--- src/sv/rsms_pkg.sv ---
// Package: shared types and constants of the rotor spin-up mode sequencer.
package rsms_pkg;

	localparam int LEVEL_W = 16;
	localparam int CMD_W   = 4;

	localparam logic [CMD_W-1:0] CMD_START    = 4'd1;
	localparam logic [CMD_W-1:0] CMD_HOVER    = 4'd2;
	localparam logic [CMD_W-1:0] CMD_LOCALIZE = 4'd3;
	localparam logic [CMD_W-1:0] CMD_LAND     = 4'd9;

	localparam logic REG_UPPER = 1'b0;
	localparam logic REG_LOWER = 1'b1;

	typedef enum logic [1:0] {
		STAGE_SPINUP   = 2'd0,
		STAGE_IDLE     = 2'd1,
		STAGE_HOVER    = 2'd2,
		STAGE_LOCALIZE = 2'd3
	} stage_t;

	// what a result does to one motor setpoint
	typedef enum logic [1:0] {
		OP_HOLD  = 2'd0,
		OP_ZERO  = 2'd1,
		OP_LEVEL = 2'd2,
		OP_SCALE = 2'd3
	} op_t;

	typedef struct packed {
		op_t    upper_op;
		op_t    lower_op;
		logic   sel_lower;
		logic   ready;
		logic   run;
		stage_t stage;
		logic   rejected;
	} step_t;

endpackage

--- src/sv/rotor_spinup_mode_sequencer.sv ---
// Top level of the rotor spin-up mode sequencer.
//
// channel  | handshake                  | payload
// item     | item_valid / item_stall    | mode, command_code
// result   | result_valid / result_stall| upper/lower_motor_level, rotors_ready,
//          |                            | run_controller, flight_stage, command_rejected
// config   | APB psel/penable/pwrite    | paddr, pwdata, prdata
//
// One item per cycle while item_stall is low; each result passes the decode, product,
// reciprocal multiply and output register stages before result_valid rises.
// Mode state updates at decode; setpoints are held in the output register.
// Each stage moves when the one after it is empty or moving, so items keep
// flowing into free stages while a result waits on result_stall.
// Reset: landed, ramp off, stage spinning up, both setpoints zero.
module rotor_spinup_mode_sequencer #(
	parameter int RAMP_STEPS = 150
) (
	input  logic                         clk,
	input  logic                         arst_n,
	input  logic                         item_valid,
	output logic                         item_stall,
	input  logic                         mode,
	input  logic [rsms_pkg::CMD_W-1:0]   command_code,
	output logic                         result_valid,
	input  logic                         result_stall,
	output logic [rsms_pkg::LEVEL_W-1:0] upper_motor_level,
	output logic [rsms_pkg::LEVEL_W-1:0] lower_motor_level,
	output logic                         rotors_ready,
	output logic                         run_controller,
	output logic [1:0]                   flight_stage,
	output logic                         command_rejected,
	input  logic                         psel,
	input  logic                         penable,
	input  logic                         pwrite,
	input  logic [2:0]                   paddr,
	input  logic [31:0]                  pwdata,
	output logic [31:0]                  prdata,
	output logic                         pready
);
	import rsms_pkg::*;

	localparam int NW = $clog2(RAMP_STEPS + 1);

	logic               v1_q, v2_q, v3_q, vo_q;
	logic               en1, en2, en3, en_o;
	logic               accept;
	step_t              step_s1, step_s2, step_s3;
	logic [NW-1:0]      num_s1;
	logic [LEVEL_W-1:0] upper_level;
	logic [LEVEL_W-1:0] lower_level;
	logic [LEVEL_W-1:0] level_s1;
	logic [LEVEL_W-1:0] quot_s3;

	assign en_o       = !vo_q || !result_stall;
	assign en3        = !v3_q || en_o;
	assign en2        = !v2_q || en3;
	assign en1        = !v1_q || en2;
	assign item_stall = !en1;
	assign accept     = item_valid && en1;

	rsms_cfg u_cfg (
		.clk         (clk),
		.arst_n      (arst_n),
		.psel        (psel),
		.penable     (penable),
		.pwrite      (pwrite),
		.paddr       (paddr),
		.pwdata      (pwdata),
		.prdata      (prdata),
		.pready      (pready),
		.upper_level (upper_level),
		.lower_level (lower_level)
	);

	rsms_ctrl #(
		.RAMP_STEPS (RAMP_STEPS)
	) u_ctrl (
		.clk          (clk),
		.arst_n       (arst_n),
		.accept       (accept),
		.mode         (mode),
		.command_code (command_code),
		.step_s1      (step_s1),
		.num_s1       (num_s1)
	);

	assign level_s1 = step_s1.sel_lower ? lower_level : upper_level;

	rsms_scale #(
		.RAMP_STEPS (RAMP_STEPS)
	) u_scale (
		.clk      (clk),
		.en2      (en2),
		.en3      (en3),
		.num_s1   (num_s1),
		.level_s1 (level_s1),
		.quot_s3  (quot_s3)
	);

	always_ff @(posedge clk or negedge arst_n) begin
		if (!arst_n) begin
			v1_q <= 1'b0;
			v2_q <= 1'b0;
			v3_q <= 1'b0;
			vo_q <= 1'b0;
		end else begin
			if (en1) begin
				v1_q <= accept;
			end
			if (en2) begin
				v2_q <= v1_q;
			end
			if (en3) begin
				v3_q <= v2_q;
			end
			if (en_o) begin
				vo_q <= v3_q;
			end
		end
	end

	always_ff @(posedge clk) begin
		if (en2) begin
			step_s2 <= step_s1;
		end
		if (en3) begin
			step_s3 <= step_s2;
		end
	end

	// setpoints are state: they hold across results and clear on reset
	always_ff @(posedge clk or negedge arst_n) begin
		if (!arst_n) begin
			upper_motor_level <= '0;
			lower_motor_level <= '0;
			rotors_ready      <= 1'b0;
			run_controller    <= 1'b0;
			flight_stage      <= STAGE_SPINUP;
			command_rejected  <= 1'b0;
		end else if (en_o && v3_q) begin
			case (step_s3.upper_op)
				OP_HOLD:  upper_motor_level <= upper_motor_level;
				OP_ZERO:  upper_motor_level <= '0;
				OP_LEVEL: upper_motor_level <= upper_level;
				OP_SCALE: upper_motor_level <= quot_s3;
				default:  upper_motor_level <= upper_motor_level;
			endcase
			case (step_s3.lower_op)
				OP_HOLD:  lower_motor_level <= lower_motor_level;
				OP_ZERO:  lower_motor_level <= '0;
				OP_LEVEL: lower_motor_level <= lower_level;
				OP_SCALE: lower_motor_level <= quot_s3;
				default:  lower_motor_level <= lower_motor_level;
			endcase
			rotors_ready     <= step_s3.ready;
			run_controller   <= step_s3.run;
			flight_stage     <= step_s3.stage;
			command_rejected <= step_s3.rejected;
		end
	end

	assign result_valid = vo_q;

endmodule

--- src/sv/rsms_cfg.sv ---
// APB register file holding the two idle levels.
module rsms_cfg (
	input  logic                         clk,
	input  logic                         arst_n,
	input  logic                         psel,
	input  logic                         penable,
	input  logic                         pwrite,
	input  logic [2:0]                   paddr,
	input  logic [31:0]                  pwdata,
	output logic [31:0]                  prdata,
	output logic                         pready,
	output logic [rsms_pkg::LEVEL_W-1:0] upper_level,
	output logic [rsms_pkg::LEVEL_W-1:0] lower_level
);
	import rsms_pkg::*;

	logic                wr;
	logic [LEVEL_W-1:0]  upper_q;
	logic [LEVEL_W-1:0]  lower_q;

	assign pready = 1'b1;
	assign wr     = psel & penable & pwrite;

	always_ff @(posedge clk or negedge arst_n) begin
		if (!arst_n) begin
			upper_q <= '0;
			lower_q <= '0;
		end else if (wr) begin
			if (paddr[2] == REG_LOWER) begin
				lower_q <= pwdata[LEVEL_W-1:0];
			end else begin
				upper_q <= pwdata[LEVEL_W-1:0];
			end
		end
	end

	assign prdata      = (paddr[2] == REG_LOWER) ? 32'(lower_q) : 32'(upper_q);
	assign upper_level = upper_q;
	assign lower_level = lower_q;

endmodule

--- src/sv/rsms_ctrl.sv ---
// Mode and ramp state: decodes each item and registers its step control.
module rsms_ctrl #(
	parameter int RAMP_STEPS = 150,
	localparam int NW = $clog2(RAMP_STEPS + 1)
) (
	input  logic                       clk,
	input  logic                       arst_n,
	input  logic                       accept,
	input  logic                       mode,
	input  logic [rsms_pkg::CMD_W-1:0] command_code,
	output rsms_pkg::step_t            step_s1,
	output logic [NW-1:0]              num_s1
);
	import rsms_pkg::*;

	localparam int CW = $clog2(2 * RAMP_STEPS + 2);
	localparam logic [CW-1:0] STEPS     = CW'(RAMP_STEPS);
	localparam logic [CW-1:0] STEPS_TWO = CW'(2 * RAMP_STEPS);

	stage_t         stage_q, stage_d;
	logic           landed_q, landed_d;
	logic           ramp_en_q, ramp_en_d;
	logic [CW-1:0]  cnt_q, cnt_d;
	logic [CW-1:0]  cnt_inc;
	logic [CW-1:0]  cnt_lo;
	logic           ph_up;
	logic           ph_lo;
	step_t          step;
	logic [NW-1:0]  num;

	assign cnt_inc = (cnt_q <= STEPS_TWO) ? cnt_q + CW'(1) : cnt_q;
	assign cnt_lo  = cnt_inc - STEPS;
	assign ph_up   = cnt_inc < STEPS;
	assign ph_lo   = !ph_up && (cnt_inc < STEPS_TWO);

	// next state
	always_comb begin
		stage_d   = stage_q;
		landed_d  = landed_q;
		ramp_en_d = ramp_en_q;
		cnt_d     = cnt_q;
		if (accept) begin
			if (!mode) begin
				if (ramp_en_q) begin
					cnt_d = cnt_inc;
					if (!ph_up && !ph_lo && stage_q == STAGE_SPINUP) begin
						stage_d = STAGE_IDLE;
					end
				end
			end else begin
				case (command_code)
					CMD_START: begin
						if (landed_q) begin
							cnt_d     = '0;
							ramp_en_d = 1'b1;
							landed_d  = 1'b0;
							stage_d   = STAGE_SPINUP;
						end
					end
					CMD_HOVER: begin
						if (stage_q == STAGE_IDLE || stage_q == STAGE_LOCALIZE) begin
							stage_d = STAGE_HOVER;
						end
					end
					CMD_LOCALIZE: begin
						if (stage_q == STAGE_HOVER) begin
							stage_d = STAGE_LOCALIZE;
						end
					end
					CMD_LAND: begin
						ramp_en_d = 1'b0;
						cnt_d     = '0;
						landed_d  = 1'b1;
					end
					default: begin
					end
				endcase
			end
		end
	end

	// step outputs
	always_comb begin
		step.upper_op  = OP_HOLD;
		step.lower_op  = OP_HOLD;
		step.sel_lower = 1'b0;
		step.ready     = 1'b0;
		step.rejected  = 1'b0;
		step.stage     = stage_d;
		num            = '0;
		if (!mode) begin
			if (ramp_en_q) begin
				if (ph_up) begin
					step.upper_op = OP_SCALE;
					step.lower_op = OP_ZERO;
					num           = cnt_inc[NW-1:0];
				end else if (ph_lo) begin
					step.upper_op  = OP_LEVEL;
					step.lower_op  = OP_SCALE;
					step.sel_lower = 1'b1;
					num            = cnt_lo[NW-1:0];
				end else begin
					step.ready = 1'b1;
				end
			end
		end else begin
			case (command_code)
				CMD_START: begin
					if (landed_q) begin
						step.upper_op = OP_ZERO;
						step.lower_op = OP_ZERO;
					end else begin
						step.rejected = 1'b1;
					end
				end
				CMD_HOVER: begin
					step.rejected = !(stage_q == STAGE_IDLE || stage_q == STAGE_LOCALIZE);
				end
				CMD_LOCALIZE: begin
					step.rejected = (stage_q != STAGE_HOVER);
				end
				CMD_LAND: begin
					step.upper_op = OP_ZERO;
					step.lower_op = OP_ZERO;
				end
				default: begin
					step.rejected = 1'b1;
				end
			endcase
		end
		step.run = step.ready && (stage_d == STAGE_HOVER || stage_d == STAGE_LOCALIZE);
	end

	always_ff @(posedge clk or negedge arst_n) begin
		if (!arst_n) begin
			stage_q   <= STAGE_SPINUP;
			landed_q  <= 1'b1;
			ramp_en_q <= 1'b0;
			cnt_q     <= '0;
		end else begin
			stage_q   <= stage_d;
			landed_q  <= landed_d;
			ramp_en_q <= ramp_en_d;
			cnt_q     <= cnt_d;
		end
	end

	always_ff @(posedge clk) begin
		if (accept) begin
			step_s1 <= step;
			num_s1  <= num;
		end
	end

endmodule

--- src/sv/rsms_scale.sv ---
// Ramp scaling: num * level / RAMP_STEPS as a product stage and a reciprocal stage.
module rsms_scale #(
	parameter int RAMP_STEPS = 150,
	localparam int NW = $clog2(RAMP_STEPS + 1)
) (
	input  logic                         clk,
	input  logic                         en2,
	input  logic                         en3,
	input  logic [NW-1:0]                num_s1,
	input  logic [rsms_pkg::LEVEL_W-1:0] level_s1,
	output logic [rsms_pkg::LEVEL_W-1:0] quot_s3
);
	import rsms_pkg::*;

	localparam int PW = LEVEL_W + NW;
	localparam int SH = PW + $clog2(RAMP_STEPS);
	localparam int MW = PW + 1;
	localparam int FW = PW + MW;
	// exact floor division for any PW-bit numerator
	localparam logic [63:0] RECIP = ((64'd1 << SH) + 64'(RAMP_STEPS) - 64'd1)
		/ 64'(RAMP_STEPS);

	logic [PW-1:0] prod_s2;
	logic [FW-1:0] full;

	assign full = FW'(prod_s2) * FW'(RECIP[MW-1:0]);

	always_ff @(posedge clk) begin
		if (en2) begin
			prod_s2 <= PW'(num_s1) * PW'(level_s1);
		end
		if (en3) begin
			quot_s3 <= full[SH +: LEVEL_W];
		end
	end

endmodule
--- config.mk ---
export PLATFORM = sky130hd
export DESIGN_NAME = rotor_spinup_mode_sequencer
export DESIGN_NICKNAME = d
export VERILOG_FILES = /design/src/sv/rsms_pkg.sv /design/src/sv/rotor_spinup_mode_sequencer.sv /design/src/sv/rsms_cfg.sv /design/src/sv/rsms_ctrl.sv /design/src/sv/rsms_scale.sv
export SDC_FILE = /design/constraint.sdc
export NUM_CORES = 1
export LEC_CHECK = 0
export ABC_AREA = 1
export BUFFER_PORTS_ARGS = -buffer_cell sky130_fd_sc_hd__buf_2
export CAP_MARGIN = 20
export CORE_MARGIN = 10
export CORE_UTILIZATION = 60
export DETAILED_ROUTE_END_ITERATION = 8
export HOLD_SLACK_MARGIN = 0.12
export PLACE_DENSITY = 0.89
export SLEW_MARGIN = 20
export SYNTH_ARGS = -nofsm -noshare
export SYNTH_HDL_FRONTEND = slang
export SYNTH_SLANG_ARGS = --single-unit
--- constraint.sdc ---
create_clock -name clk -period 12.1 [get_ports clk]
set_input_delay 0.605 -clock clk [delete_from_list [all_inputs] [get_ports clk]]
set_output_delay 0.605 -clock clk [all_outputs]
set_load 0.01 [all_outputs]
# After elaboration in Yosys (flattened, before gate mapping)
# Cells that the tools add are included.
dict set report op_classes {
  add_sub_neg 2
  multipliers 2
  n_div 0
  order_cmp 3
  n_eq_ne 19
  shift 0
  n_mux 33
  n_bitwise 6
  n_reduce_logical 35
}
# operator count
set ops {}
lappend ops {{case mux 16 bit (3 select lines)} 2}
lappend ops {{multiplier 24 x 23 -> 46 bit (second input constant)} 1}
lappend ops {{two-way mux 9 bit} 4}
lappend ops {{two-way mux 16 bit} 2}
lappend ops {{multiplier 8 x 16 -> 24 bit} 1}
lappend ops {{case mux 9 bit (2 select lines)} 1}
lappend ops {{equality test 2 bit (second input constant)} 8}
lappend ops {{two-way mux 2 bit} 8}
lappend ops {{two-way mux 8 bit} 2}
lappend ops {{adder 9 x 1 -> 9 bit (second input constant)} 1}
lappend ops {{less-or-equal comparator 9 bit (second input constant)} 1}
lappend ops {{logical NOT 1 bit} 9}
lappend ops {{less-than comparator 9 x 8 -> 1 bit (second input constant)} 1}
lappend ops {{less-than comparator 9 bit (second input constant)} 1}
lappend ops {{equality test 4 x 2 -> 1 bit (second input constant)} 2}
lappend ops {{two-way mux 4 bit} 2}
lappend ops {{case mux 4 bit (2 select lines)} 1}
lappend ops {{AND reduction 2 bit} 4}
lappend ops {{AND reduction 4 bit} 2}
lappend ops {{subtractor 8 bit (second input constant)} 1}
lappend ops {{equality test 2 x 1 -> 1 bit (second input constant)} 3}
lappend ops {{logical AND 1 bit} 6}
lappend ops {{logical NOT 2 bit} 3}
lappend ops {{logical OR 1 bit} 6}
lappend ops {{other kinds (19)} 28}
dict set report totals {
  ff_bits 162
  latchBits 0
  mem_bits_rw 0
  rom_bits 0
  inputBits 47
  output_inout_bits 72
  word_cells 138
  memories 0
}

# Logic depth before layout (Yosys ltp)
# Gate-level depths: netlist (run 1).
dict set report depth {
  depth_word 15
  ltp_mapped 25
  depth_no_buf 25
}

# Cells and area by module
# Synthesis (run 1) repeated with hierarchy kept, for this count alone.
dict set report hier_totals {
  cells_unflattened 2777
  hier_area_um2 22181.3
}
# module n_inst cells_each area_each_um2 seq_area_each_um2
set by_module_without_submodules {}
lappend by_module_without_submodules {rsms_scale 1 2015 15876.5 1201.2}
lappend by_module_without_submodules {rotor_spinup_mode_sequencer 1 328 2882.8 1566.5}
lappend by_module_without_submodules {rsms_ctrl 1 221 1794.2 837.1}
lappend by_module_without_submodules {rsms_cfg 1 213 1627.8 800.8}

# Worst setup path after synthesis (run 1)
# OpenSTA, ideal clock, no wires.
dict set report synth_timing {
  path_type {register to register}
  startpoint {reg u_scale.prod_s2[11]}
  endpoint {reg u_scale.quot_s3[11] (netlist bit) (data pin)}
  setup_time_ps 260
  t_arrival_ps 5534
  t_required_ps 11840
  path_slack_ps 6306
  path_stages_with_launch 21
  n_path_buf 0
  period_less_slack_ps 5794
  cell_sequence {edfxtp_1 inv_1 fa_1 fa_1 inv_1 fa_1 fa_1 fa_1 fa_1 inv_1 fa_1 inv_1 ha_1 a21o_1 a21boi_0 o21ai_0 a21oi_1 nand3_1 nand2_1 nand2_1 xor2_1}
}
dict set report synth_via {
  elab_chain_cells 1
}
# element line_no
set synth_lines {}
lappend synth_lines {{start, declared} rsms_scale.sv:23} ;# logic [PW-1:0] prod_s2;
lappend synth_lines {{start signal, assigned} rsms_scale.sv:30} ;# prod_s2 <= PW'(num_s1) * PW'(level_s1);
lappend synth_lines {{multiplier 24 x 23 -> 46 bit} rsms_scale.sv:26} ;# assign full = FW'(prod_s2) * FW'(RECIP[MW-1:0]);
lappend synth_lines {{via u_scale.full[43]} rsms_scale.sv:24} ;# logic [FW-1:0] full;
lappend synth_lines {{end signal, assigned} rsms_scale.sv:33} ;# quot_s3 <= full[SH +: LEVEL_W];
lappend synth_lines {{end, declared} rsms_scale.sv:11} ;# output logic [rsms_pkg::LEVEL_W-1:0] quot_s3
# The timed path passes the listed nets, and every way through them passes these cells.
# A chain may end at the register's enable or synchronous reset.

# Worst setup path in the final report (run 1)
dict set report layout_timing {
  startpoint {reg u_scale.prod_s2[12]}
  endpoint {reg u_scale.quot_s3[4] (netlist bit) (data pin)}
}
# Same word-level chain as after synthesis.

==> reports/results.txt, run 1 <==
Summed over all failing endpoints, the final setup total negative slack is 0 ns. The overall die area came out at 42,500 µm². After layout, the worst path uses 56.0% of the clock period.

Clock tree synthesis found a total of 161 sinks. The run gives 4 as the H-tree depth. The count of vias placed by the detailed router is 16.2k, and the number of buffers and inverters on the critical path is 4.

The DRC violation total after the first TritonRoute iteration came out at 1,469. Across every metal layer, demand over resource in global routing totals 26.9%. Across the run, the number of max-cap violations was 0.

The run gives 0.0173 ns as the setup clock skew after layout. The initial antenna violation count is 0, and the final number of max-transition violations is 0. The flow ran to the end, and the final reports show no timing, DRC or antenna violations.

Derived from the worst setup path, the maximum achievable clock frequency is 0.148 GHz. Of the cells placed in the final design, the portion with a size suffix greater than 1 is 8.64%. The critical path is of the reg -> reg type.

Buffers inserted to repair hold after CTS numbered 0. The count of cells resized by post-cts repair was 0; the number of top-level pins was 119. For the worst setup path, the data required time is 12.28 ns. Of the synthesized area, sequential elements account for 21.2%. The clock-pin slew on the worst setup and hold paths is 0.08 ns, and the maximum number of buffers from clock root to sink is 2. Synthesis produced a netlist whose cell count is 2,307. The sort of element at the end of the critical path was a flip-flop. The top cell types in the final layout, fill and taps aside, are inv_1, nand2_1, fa_1.

Setup violations remaining at the end of the flow were counted as 0. In this design, the largest share of critical-path delay is due to adder cells. STA puts the critical path data arrival time at 6.96 ns. For the number of global-route vias before repair, the log shows 17.4k. TritonCTS built the clock tree. For the number of buffers added by the clock tree synthesis step, the log shows 17. The number of buffers added on ports works out to 83. Traced cell by cell, the critical path runs through inv_1 > fa_1 > fa_1 > inv_1 > fa_1 > fa_1 > fa_1 > fa_1 > inv_1 > fa_1 > inv_1 > ha_1 > a21oi_1 > a21boi_0 > o21ai_0 > nor2_1 > o21ai_0 > nand2_1 > nand2_1 > xor2_1. The path type of the worst min-delay path is in -> async.

After detailed routing, the number of vias per cell comes to 5.70. For the number of DRC violations after detailed routing, the log shows 0. From synthesis to final layout, the design area changed by 7.16%. In this run the remaining antenna-violating nets after routing total 0. Measured against its own limit, the worst slew margin works out to 18.2%. The initial utilization of the core area, before any placement, comes to 60.5%.

For the first-pass GRT wire length, the log shows 89.1 mm. A synthesized cell averages 9.02 µm². The run gives 0 as the count of warnings emitted by yosys. The tools report the standard cell core area as 34,400 µm². For the pin with the worst max-slew slack, the measured transition is 1.21 ns. The number of hold violations in the final report was 0; the last weighted congestion value of the routability-driven placer was 0.981. Setup repair after global routing left no endpoint under its margin. At the later pin of the worst-skew pair, clock insertion delay measures 0.45 ns. The summed instance area of the synthesized netlist was 20,800 µm². After detailed routing, the average wire length per cell comes to 19.6 µm. The post-detailed-routing wire length was 56.0 mm.

The cell with the largest stage delay on the worst path was edfxtp_1. After synthesis the netlist holds a flip-flop and latch count of 161. The floorplan has 68 rows.

The number of different library cells used by synthesis comes to 50. The library cell used most frequently in the layout, excluding fill and tap cells, is inv_1. The number of search-and-repair iterations in the first detailed-routing pass is 6.

The primary flip-flop cell chosen by synthesis mapping was dfrtp_1. The die is 206 µm tall. The largest stage delay on the critical path is 0.66 ns.

The number of antenna diodes in the final layout is 0. Pin count of the biggest net entering global routing: 87. For the number of setup buffers added after CTS, the log shows 0. The clock period minus final worst setup slack came out at 6.77 ns. The category of the worst setup path launch point was a flip-flop.

The critical-path maximum fanout came out at 7. The detailed-placement wirelength estimate was 45.8 mm. Global routing finished with a remaining overflow of 0. Counting flops with a built-in enable in the synthesized netlist gives 75. The horizontal extent of the die works out to 206 µm. The tree is rooted in a clkbuf_16.

The layout net count was 2,969. The most prevalent standard cell on the critical path was fa_1. In the synthesized netlist the async set-or-reset flop fraction comes to 53.4%.
final cells by class:
| cell class | count | area [µm²] |
|---|---|---|
| fill | 2615 | 12100 |
| clock inverter | 14 | 193 |
| timing repair buffer | 87 | 452 |
| sequential | 161 | 4410 |
| tap | 455 | 569 |
| inverter | 610 | 2300 |
| multi-input combinational | 1507 | 13900 |
| clock buffer | 18 | 450 |
registers in the layout, indices dropped and copies added (netlist names), 2 cells and up:
name,count
u_scale.quot_s3,16
u_ctrl.num_s1,8
u_ctrl.cnt_q,9
flight_stage,2
u_cfg.lower_level,16
upper_motor_level,16
step_s3,9
u_ctrl.stage_q,2
u_cfg.upper_level,16
step_s2,9
lower_motor_level,16
u_scale.prod_s2,24
u_ctrl.step_s1,9
metrics by stage:
stage          area, µm²  worst slack, ns  hold WS, ns  util [%]  instances
6_report           22300             5.33        0.195      64.8       2852
5_1_grt            22300             5.12        0.273      64.8       2852
4_1_cts            22300             5.38        0.400      64.8       2852
3_5_place_dp       21600             5.39        0.405      63.0       2820
3_3_place_gp       21600             5.47        0.401      63.0       2820
2_1_floorplan      20900             6.31        0.309         -       2322
cell families after synthesis:
family / share of synthesized area, %
buffers and inverters: 12.2
and+or+nand+nor: 12.1
adders and majority gates: 42.8
AOI/OAI and AO/OA: 7.75
DFF: 21.2
xor gates and xnor gates: 1.98
muxes: 2.00
other: 0.0361
synthesized netlist by cell type (5+ instances only):
master / n / area share [%]
inv_1: 604 / 11
nand2_1: 325 / 5.9
fa_1: 289 / 28
ha_1: 249 / 15
nor2_1: 162 / 2.9
o21ai_0: 101 / 2.4
dfrtp_1: 85 / 10
edfxtp_1: 75 / 11
a21oi_1: 67 / 1.6
nand3_1: 43 / 1.0
o22ai_1: 42 / 1.3
mux2_2: 37 / 2.0
xor2_1: 37 / 1.6
clkbuf_1: 23 / 0.42
a31oi_1: 17 / 0.51
buf_4: 17 / 0.61
nor3_1: 17 / 0.41
nand2_2: 14 / 0.42
nand4_1: 10 / 0.30
xnor2_1: 10 / 0.42
nand2_4: 8 / 0.43
o21bai_1: 8 / 0.29
a21o_1: 6 / 0.22
o221ai_1: 5 / 0.21
path summary, 6_finish.rpt:
| path | from | to | slack, ns | cells past startpoint |
|---|---|---|---|---|
| min | arst_n | upper_motor_level[1]$_DFFE_PN0P_ | 0.19 | 1 |
| min in group clk | result_stall | result_valid$_DFFE_PN0N_ | 0.41 | 3 |
| min reg2reg | u_ctrl.step_s1[6]$_DFFE_PP_ | step_s2[6]$_DFFE_PP_ | 0.42 | 0 |
| max | u_scale.prod_s2[12]$_DFFE_PP_ | u_scale.quot_s3[4]$_DFFE_PP_ | 5.33 | 20 |
| max reg2reg | u_scale.prod_s2[12]$_DFFE_PP_ | u_scale.quot_s3[4]$_DFFE_PP_ | 5.33 | 20 |
| max in group asynchronous | arst_n | u_ctrl.cnt_q[0]$_DFFE_PN0P_ | 11.32 | 1 |
routing by layer:
layer	up-vias	part of all wire [%]	GRT usage [%]
met5	-	0	0
met3	200	7.2	3.92
met2	796	50	47.5
met4	0	5.4	13.2
li1	7236	-	-
met1	8012	37	31.6
Power of run 1 is not shown: default switching activity piles up to over one toggle a cycle in this logic, so the estimate is an artifact.
==> run 2: changes to the inputs <==
Settings changed: CORE_UTILIZATION 60 to 58.
Clock period 12.1 ns to 5.8 ns, I/O delays scaled along.
==> reports/results.txt, run 2 (synthesized netlist as in run 1, its figures left out) <==
From synthesis to final layout, the design area changed by 16.6%. Counting stages on the worst path, the most repeated cell is fa_1. The tree is rooted in a clkbuf_16. Path type of the worst min-delay path: in -> reg. The logs give 35,500 µm² (+3.2%) for the standard cell core area and 87 (unchanged) for the pin count of the biggest net entering global routing. The number of buffers added on ports is 83 (unchanged), and the setup clock skew after layout is 0.0174 ns (+0.0000683 ns).

The chip height was 209 µm (+1.5%); the detailed-placement wirelength estimate was 49.9 mm (+8.9%). The tools report the number of placement rows as 69 (+1.5%). Leaving out fill and tap cells, the most frequent cells in the layout are inv_1, nand2_1, fa_1. The DRC violation total after the first TritonRoute iteration is 1,635 (+11%), and the final setup slack of the worst path is -0.0762 ns (-5.40 ns). The clock-pin slew on the worst setup and hold paths works out to 0.08 ns (about the same). The sort of element at the end of the critical path is a flip-flop. The critical-path maximum fanout was 3 (-4); the critical path data arrival time was 6.09 ns (-0.87 ns). For the initial core utilization, the log shows 58.6% (-1.9 points). The dominant delay contributor by cell family on the critical path is adder cells. The number of flip-flops under the largest register name is 24 (unchanged). Leaving out fill and tap cells, the most frequent cell in the layout is inv_1. The largest stage delay on the critical path was 0.57 ns (-0.09 ns). The tools report the count of vias placed by the detailed router as 17.3k (+6.3%). The final number of max-transition violations was 0 (unchanged). The checks that failed: negative setup slack.

Slew at the pin with the worst max-slew slack: 1.04 ns (-0.176 ns). The run finished, with violations left. The number of cells on the worst hold path was 3. The logs give 0 (unchanged) for the post-detailed-route count of antenna-violating nets and -0.331 ns (-5.72 ns) for the worst-case setup slack after placement. The critical path goes through inv_2 > fa_1 > fa_1 > inv_1 > ha_1 > inv_1 > fa_1 > inv_1 > fa_1 > fa_1 > inv_1 > fa_1 > inv_1 > ha_1 > buf_4 > nand2_2 > a21oi_1 > nor2_2 > o21ai_2 > a21oi_1 > nand2_1 > nand2_1 > nand2_1 > xor2_1. The number of hold violations in the final report is 0 (unchanged). The worst setup path is launched from a flip-flop. The path depth of the worst reg2reg path works out to 24 (+20%).

The number of top-level pins was 119 (unchanged); the total non-filler cell area in the finished layout was 24,300 µm² (+8.8%). Worst min-delay path startpoint: pwdata[3]. The highest attainable clock frequency came out at 0.170 GHz (+15%). The number of search-and-repair iterations in the first detailed-routing pass is 6 (unchanged).

The initial antenna violation count was 2 (+2). TritonCTS built the clock tree. The worst register-to-register path ends at u_scale.quot_s3[6]$_DFFE_PP_. The final setup violation count came out at 7 (+7). For this design, the slowest cell found on the critical path is fa_1. The critical register-to-register path startpoint is u_scale.prod_s2[7]$_DFFE_PP_. The aggregate global routing overflow was 0 (unchanged); the final period utilization was 101% (+45 points).

Setup repair after global routing could not meet its margin everywhere. The number of filler instances in the final layout is 2,565 (-1.9%), and the required time of the critical path is 6.02 ns (-6.26 ns). H-tree depth: 4 (unchanged). The overall fraction of global-route tracks in use is 28.3% (+1.3 points), and the placed instance area is 22,800 µm² (+5.5%).

The number of buffers and inverters on the critical path works out to 7 (+3). Maximum number of buffers from clock root to sink: 2 (unchanged). The first-pass GRT wire length is 97.6 mm (+9.5%). Type of the worst setup path: reg -> reg. The logs give 18.6k (+6.5%) for the number of global-route vias before repair and 43,800 µm² (+3.1%) for the overall die area. The via density per instance was 5.66 (-0.58%); the worst reg-to-reg setup slack was -0.08 ns (-5.40 ns).

The relative slew slack came out at 30.6% (+12 points). The share of final-layout standard cells stronger than drive strength 1 is 19.5% (+11 points). The layout net count is 3,159 (+6.4%).

The tools report the post-detailed-routing wire length as 62.1 mm (+11%). The worst-skew pair later-pin latency was 0.48 ns (+0.03 ns). The run gives 17 (unchanged) as the number of buffers added by the clock tree synthesis step. Last weighted congestion value of the routability-driven placer: 1.03 (+4.8%).

The number of DRC violations after detailed routing came out at 0 (unchanged). The horizontal extent of the die was 209 µm (+1.5%); the average wire length per cell after detail routing was 20.4 µm (+3.7%). The register with the most flip-flops in the final layout is u_scale.prod_s2.

The worst hold path terminates at u_cfg.lower_level[3]$_DFFE_PN0P_. The setup total negative slack was -0.252 ns (-0.252 ns); the clock period minus final worst setup slack was 5.88 ns (-0.896 ns). The count of clock tree sinks is 161 (unchanged). Number of maximum-capacitance constraint violations: 0 (unchanged).
[run 2: changes by cell type in the layout (fill, tap and decap cells not counted), moves of 10 or more]
cell           change
buf_4            +173
dlygate4sd3_1     +11
ha_1              -12
inv_1             -25
inv_2             +26
nand2_1           -14
nand2_2           +10
nor2_1            -19
nor2_2            +10
o21ai_0           -11
[run 2: timing repair]
item | 4_1_cts | 5_1_grt
pin swaps | 13 | 50
hold endpoints to repair | 99 | 0
gates resized for setup | 58 | 101
setup buffers | 10 | 13
hold buffers | 11 | 0
setup endpoints to repair | 16 | 16
[run 2: routing by layer]
metal	track usage [%]	part of all wire [%]	vias up
met2	49.6	50	935
met5	0	0.019	-
met1	32.2	36	8424
met3	5.75	7.7	274
met4	13.9	6.0	2
li1	-	-	7630
[run 2: per-stage QoR]
stage	util [%]	hold WS, ns	std cells
CTS	67.1	0.121	3036
floorplan	-	-0.00559	2322
finish	68.4	0.122	3049
detailed placement	64.4	0.405	2983
global route	68.4	0.152	3049
global placement	64.4	0.401	2983
[run 2: worst register-to-register path: cells and delay by family, from the launching register on]
kind | cells | cell delay [ns]
buf+inv | 7 | 0.55
fa+ha+maj | 8 | 3.65
flops | 1 | 0.41
simple gates | 5 | 0.54
xor+xnor | 1 | 0.17
compound gates | 3 | 0.30
[run 2: worst max path at each step]
stage | to | depth (start not counted) | from
3_5_place_dp | u_scale.quot_s3[11]$_DFFE_PP_ | 21 | u_scale.prod_s2[9]$_DFFE_PP_
2_1_floorplan | u_scale.quot_s3[11]$_DFFE_PP_ | 20 | u_scale.prod_s2[11]$_DFFE_PP_
3_3_place_gp | u_scale.quot_s3[4]$_DFFE_PP_ | 22 | u_scale.prod_s2[9]$_DFFE_PP_
6_report | u_scale.quot_s3[6]$_DFFE_PP_ | 24 | u_scale.prod_s2[7]$_DFFE_PP_
4_1_cts | u_scale.quot_s3[6]$_DFFE_PP_ | 23 | u_scale.prod_s2[10]$_DFFE_PP_
5_1_grt | u_scale.quot_s3[6]$_DFFE_PP_ | 24 | u_scale.prod_s2[7]$_DFFE_PP_
[run 2: layout make-up]
class,count,area [µm²],area share [%]
sequential,161,4410,18.2
inverter,610,2300,9.49
timing repair buffer,277,1940,7.98
multi-input combinational,1507,14400,59.5
clock buffer,17,425,1.75
clock inverter,15,170,0.702
tap,461,577,2.38
antenna,1,2.50,0.0103
Power of run 2 is left out for the same reason.
==> run 3: changes to the inputs <==
Settings changed: SYNTH_HIERARCHICAL from default to 1.
==> reports/results.txt, run 3 <==
The run finished, with violations left. The checks that failed: design-rule violations. The tools report the number of global-route vias before repair as 19.6k (+5.8%). The setup path with the least slack is of type reg -> reg. The largest stage delay on the critical path was 0.58 ns (about the same); the number of hold violations in the final report was 0 (unchanged). The number of filler instances in the final layout is 3,076 (+20%). The area share of fa/ha/maj cells after synthesis is 40.1% (-2.7 points). The post-detailed-route count of antenna-violating nets was 0 (unchanged); the share of final-layout standard cells stronger than drive strength 1 was 10.1% (-9.5 points).

The number of top-level pins came out at 119 (unchanged). Walking the worst path, the cells encountered are inv_4 > fa_1 > fa_1 > inv_1 > fa_1 > fa_1 > fa_1 > fa_1 > fa_1 > ha_4 > nand2_1 > nor2_2 > buf_4 > inv_1 > nor3_2 > nand3_1 > nand4_1 > nand2_1. In this run the critical register-to-register path is captured at u_scale/quot_s3[6]$_DFFE_PP_. The required time of the critical path came out at 6.00 ns (-0.02 ns). The startpoint identified for the worst hold timing path is pwdata[4]. The run gives 23,100 µm² (+1.1%) as the placed instance area. Overall fraction of global-route tracks in use: 27.1% (-1.1 points). Setup repair after global routing could not meet its margin everywhere. The via density per instance was 5.48 (-3.2%); the critical path data arrival time was 5.85 ns (-0.24 ns). The antenna diode instance count came out at 0 (-1). The average wire length per cell after detail routing came out at 18.5 µm (-9.1%). The register containing the most flip-flops in the final layout is u_scale/prod_s2.

The worst register-to-register path begins at u_scale/prod_s2[11]$_DFFE_PP_. The overall die area is 46,500 µm² (+6.0%). The area fraction in compound gates after synthesis came out at 2.85% (-4.9 points).

The layout net count came out at 3,466 (+9.7%). The simple-gate share of the synthesized area is 22.2% (+10 points), and the aggregate global routing overflow is 0 (unchanged). The standard cell core area came out at 37,700 µm² (+6.2%). The tools report the maximum number of buffers from clock root to sink as 2 (unchanged). The flop and latch count out of synthesis works out to 161 (unchanged).

The initial core utilization is 58.9% (+0.27 points), and the proportion of netlist area held by the largest area contributor is 26.1% (-1.7 points). The worst hold path belongs to the class in -> reg. From synthesis to final layout, the design area changed by 9.27%. The slew at the pin with the worst max-slew slack is 1.13 ns (+0.0918 ns), and the number of buffers and inverters on the critical path is 4 (-3).

For the count of clock tree sinks, the log shows 161 (unchanged). The total non-filler cell area in the finished layout was 24,200 µm² (about the same). The run gives 47 (-6.0%) as the count of different cell masters after synthesis. The H-tree depth is 4 (unchanged), and the number of buffers added on ports is 83 (unchanged). Top cell type by total area after synthesis: fa_1.

The DRC violation total after the first TritonRoute iteration was 1,941 (+19%). Number of search-and-repair iterations in the first detailed-routing pass: 9 (+3). The horizontal extent of the die came out at 216 µm (+3.0%). The average instance area after synthesis was 7.99 µm² (-11%). The root buffer cell is clkbuf_16. TritonCTS built the clock tree. STA classifies the critical path endpoint as a flip-flop. The number of DRC violations after detailed routing came out at 26 (+26).

Primary flip-flop cell chosen by synthesis mapping: dfrtp_1. Summed instance area of the synthesized netlist: 22,200 µm² (+6.6%). The count of warnings emitted by yosys is 6 (+6).

The setup clock skew after layout came out at 0.0162 ns (-0.00122 ns). The synthesized instance count was 2,777 (+20%); the clock-pin slew on the worst setup and hold paths was 0.08 ns (about the same). Sorting the synthesized cells by area gives the leading types as fa_1, nand2_1, ha_1. The run gives 1 (-1) as the initial antenna violation count. Number of flip-flops under the largest register name: 24 (unchanged). Final setup violation count: 0 (-7).

Highest attainable clock frequency: 0.177 GHz (+4.0%). The first-pass GRT wire length was 100 mm (+2.9%). STA classifies the critical path startpoint as a flip-flop. The run gives 0.46 ns (-0.02 ns) as the worst-skew pair later-pin latency.

The last weighted congestion value of the routability-driven placer was 0.991 (-3.6%). The chip height works out to 216 µm (+3.0%). The path depth of the worst reg2reg path is 18 (-25%), and the count of vias placed by the detailed router is 18.7k (+8.1%).

The number of cells on the worst hold path was 3 (unchanged). The detailed-placement wirelength estimate was 50.7 mm (+1.5%); the number of enable flip-flop cells after synthesis was 75 (unchanged). By count the netlist is led by nand2_1, inv_1, fa_1. Fraction of registers with async set or reset after synthesis: 53.4% (unchanged). The final period utilization was 97.4% (-3.9 points); the number of placement rows was 71 (+2.9%).

The mux share of post-synthesis cell area is 0.812% (-1.2 points). The run gives 24.6% (-6.0 points) as the relative slew slack. Critical-path maximum fanout: 4 (+1).

The logs give 17 (unchanged) for the number of buffers added by the clock tree synthesis step and 87 (unchanged) for the pin count of the biggest net entering global routing. The top cell types in the final layout, fill and taps aside, are nand2_1, inv_1, fa_1. The run gives 0.15 ns (+0.23 ns) as the worst reg-to-reg setup slack. The run gives 63.1 mm (+1.5%) as the post-detailed-routing wire length.

Broken down by cell family, the worst path's largest delay share belongs to adder cells. The run gives 0 (unchanged) as the number of maximum-capacitance constraint violations. The clock period minus final worst setup slack was 5.65 ns (-0.228 ns).

Yosys instantiated no cell more often than nand2_1. The run gives 19.9% (-1.3 points) as the post-synthesis sequential area ratio. The most prevalent standard cell on the critical path is fa_1. The final number of max-transition violations came out at 0 (unchanged). The combinational family with the most area after synthesis is adder cells.

Among all stages on the critical path, the largest delay is contributed by fa_1. Area share of xor/xnor cells in the synthesized design: 0.908% (-1.1 points). The library cell used most frequently in the layout, excluding fill and tap cells, is nand2_1. The path with the worst hold slack has its endpoint at u_cfg/lower_level[4]$_DFFE_PN0P_.
run 3: cell types whose count changed after synthesis, sizes merged, moves of 33 or more:
cell,change
o21ai,-91
nand3,+116
inv,+52
nor2,-50
o22ai,-33
nand2,+506
run 3: per-stage QoR:
step	std cells	hold slack (ns)	setup slack [ns]	setup TNS, ns	util [%]
2_1_floorplan	2792	-0.00559	0.247	0	-
3_3_place_gp	3338	0.401	0.0507	0	61.3
3_5_place_dp	3338	0.405	-0.106	-0.591	61.3
4_1_cts	3386	0.120	0.0125	0	63.3
5_1_grt	3406	0.126	-0.0637	-0.273	64.3
6_report	3406	0.129	0.152	0	64.3
run 3: kinds of logic (layout without fill, tap and decap cells):
logic type | after synthesis | in the layout
simple gates | 1180 | 1180
buf+inv | 745 | 848
fa+ha+maj | 537 | 537
flops | 161 | 161
compound gates | 113 | 113
xor+xnor | 23 | 23
mux | 16 | 16
other cells | 2 | 17
run 3: repair_timing:
action / in CTS / in global routing
hold buffers: 16 / 0
resized for setup: 8 / 53
hold endpoints to repair: 105 / 0
buffers inserted: 0 / 20
pin swaps: 0 / 10
setup endpoints to repair: 9 / 16
run 3: final cells by class:
cell class                 instances  area, µm²  share of cell area, %
sequential                       161       4410                   18.2
tap                              511        639                   2.64
clock inverter                    14        145                  0.599
clock buffer                      18        429                   1.77
multi-input combinational       1886      15100                   62.3
timing repair buffer             155       1010                   4.19
inverter                         661       2490                   10.3
run 3: layer usage:
metal | global-route usage (%) | up-vias | wire, µm
met4 | 14.5 | 4 | 3570
met2 | 46.2 | 965 | 30700
met5 | 0.215 | - | 34
met1 | 31.8 | 8933 | 23500
met3 | 5.36 | 255 | 5210
li1 | - | 8505 | -
run 3: worst max path at each step:
stage	start	endpoint	slack [ns]	cells past startpoint
after floorplan	u_scale/prod_s2[13]$_DFFE_PP_	u_scale/quot_s3[7]$_DFFE_PP_	0.25	20
after global placement	u_scale/prod_s2[12]$_DFFE_PP_	u_scale/quot_s3[7]$_DFFE_PP_	0.05	20
after detailed placement	u_scale/prod_s2[14]$_DFFE_PP_	u_scale/quot_s3[13]$_DFFE_PP_	-0.11	21
after CTS	u_scale/prod_s2[14]$_DFFE_PP_	u_scale/quot_s3[6]$_DFFE_PP_	0.01	19
after global routing	u_scale/prod_s2[9]$_DFFE_PP_	u_scale/quot_s3[14]$_DFFE_PP_	-0.06	21
final	u_scale/prod_s2[11]$_DFFE_PP_	u_scale/quot_s3[6]$_DFFE_PP_	0.15	18
run 3: worst register-to-register path: stages, from the launching register on:
cell	delay, ns
edfxtp_1	0.44
inv_4	0.12
fa_1	0.44
fa_1	0.49
inv_1	0.05
fa_1	0.48
fa_1	0.58
fa_1	0.48
fa_1	0.55
fa_1	0.47
ha_4	0.32
nand2_1	0.13
nor2_2	0.17
buf_4	0.15
inv_1	0.07
nor3_2	0.22
nand3_1	0.13
nand4_1	0.10
nand2_1	0.05
Power of run 3 is left out for the same reason.
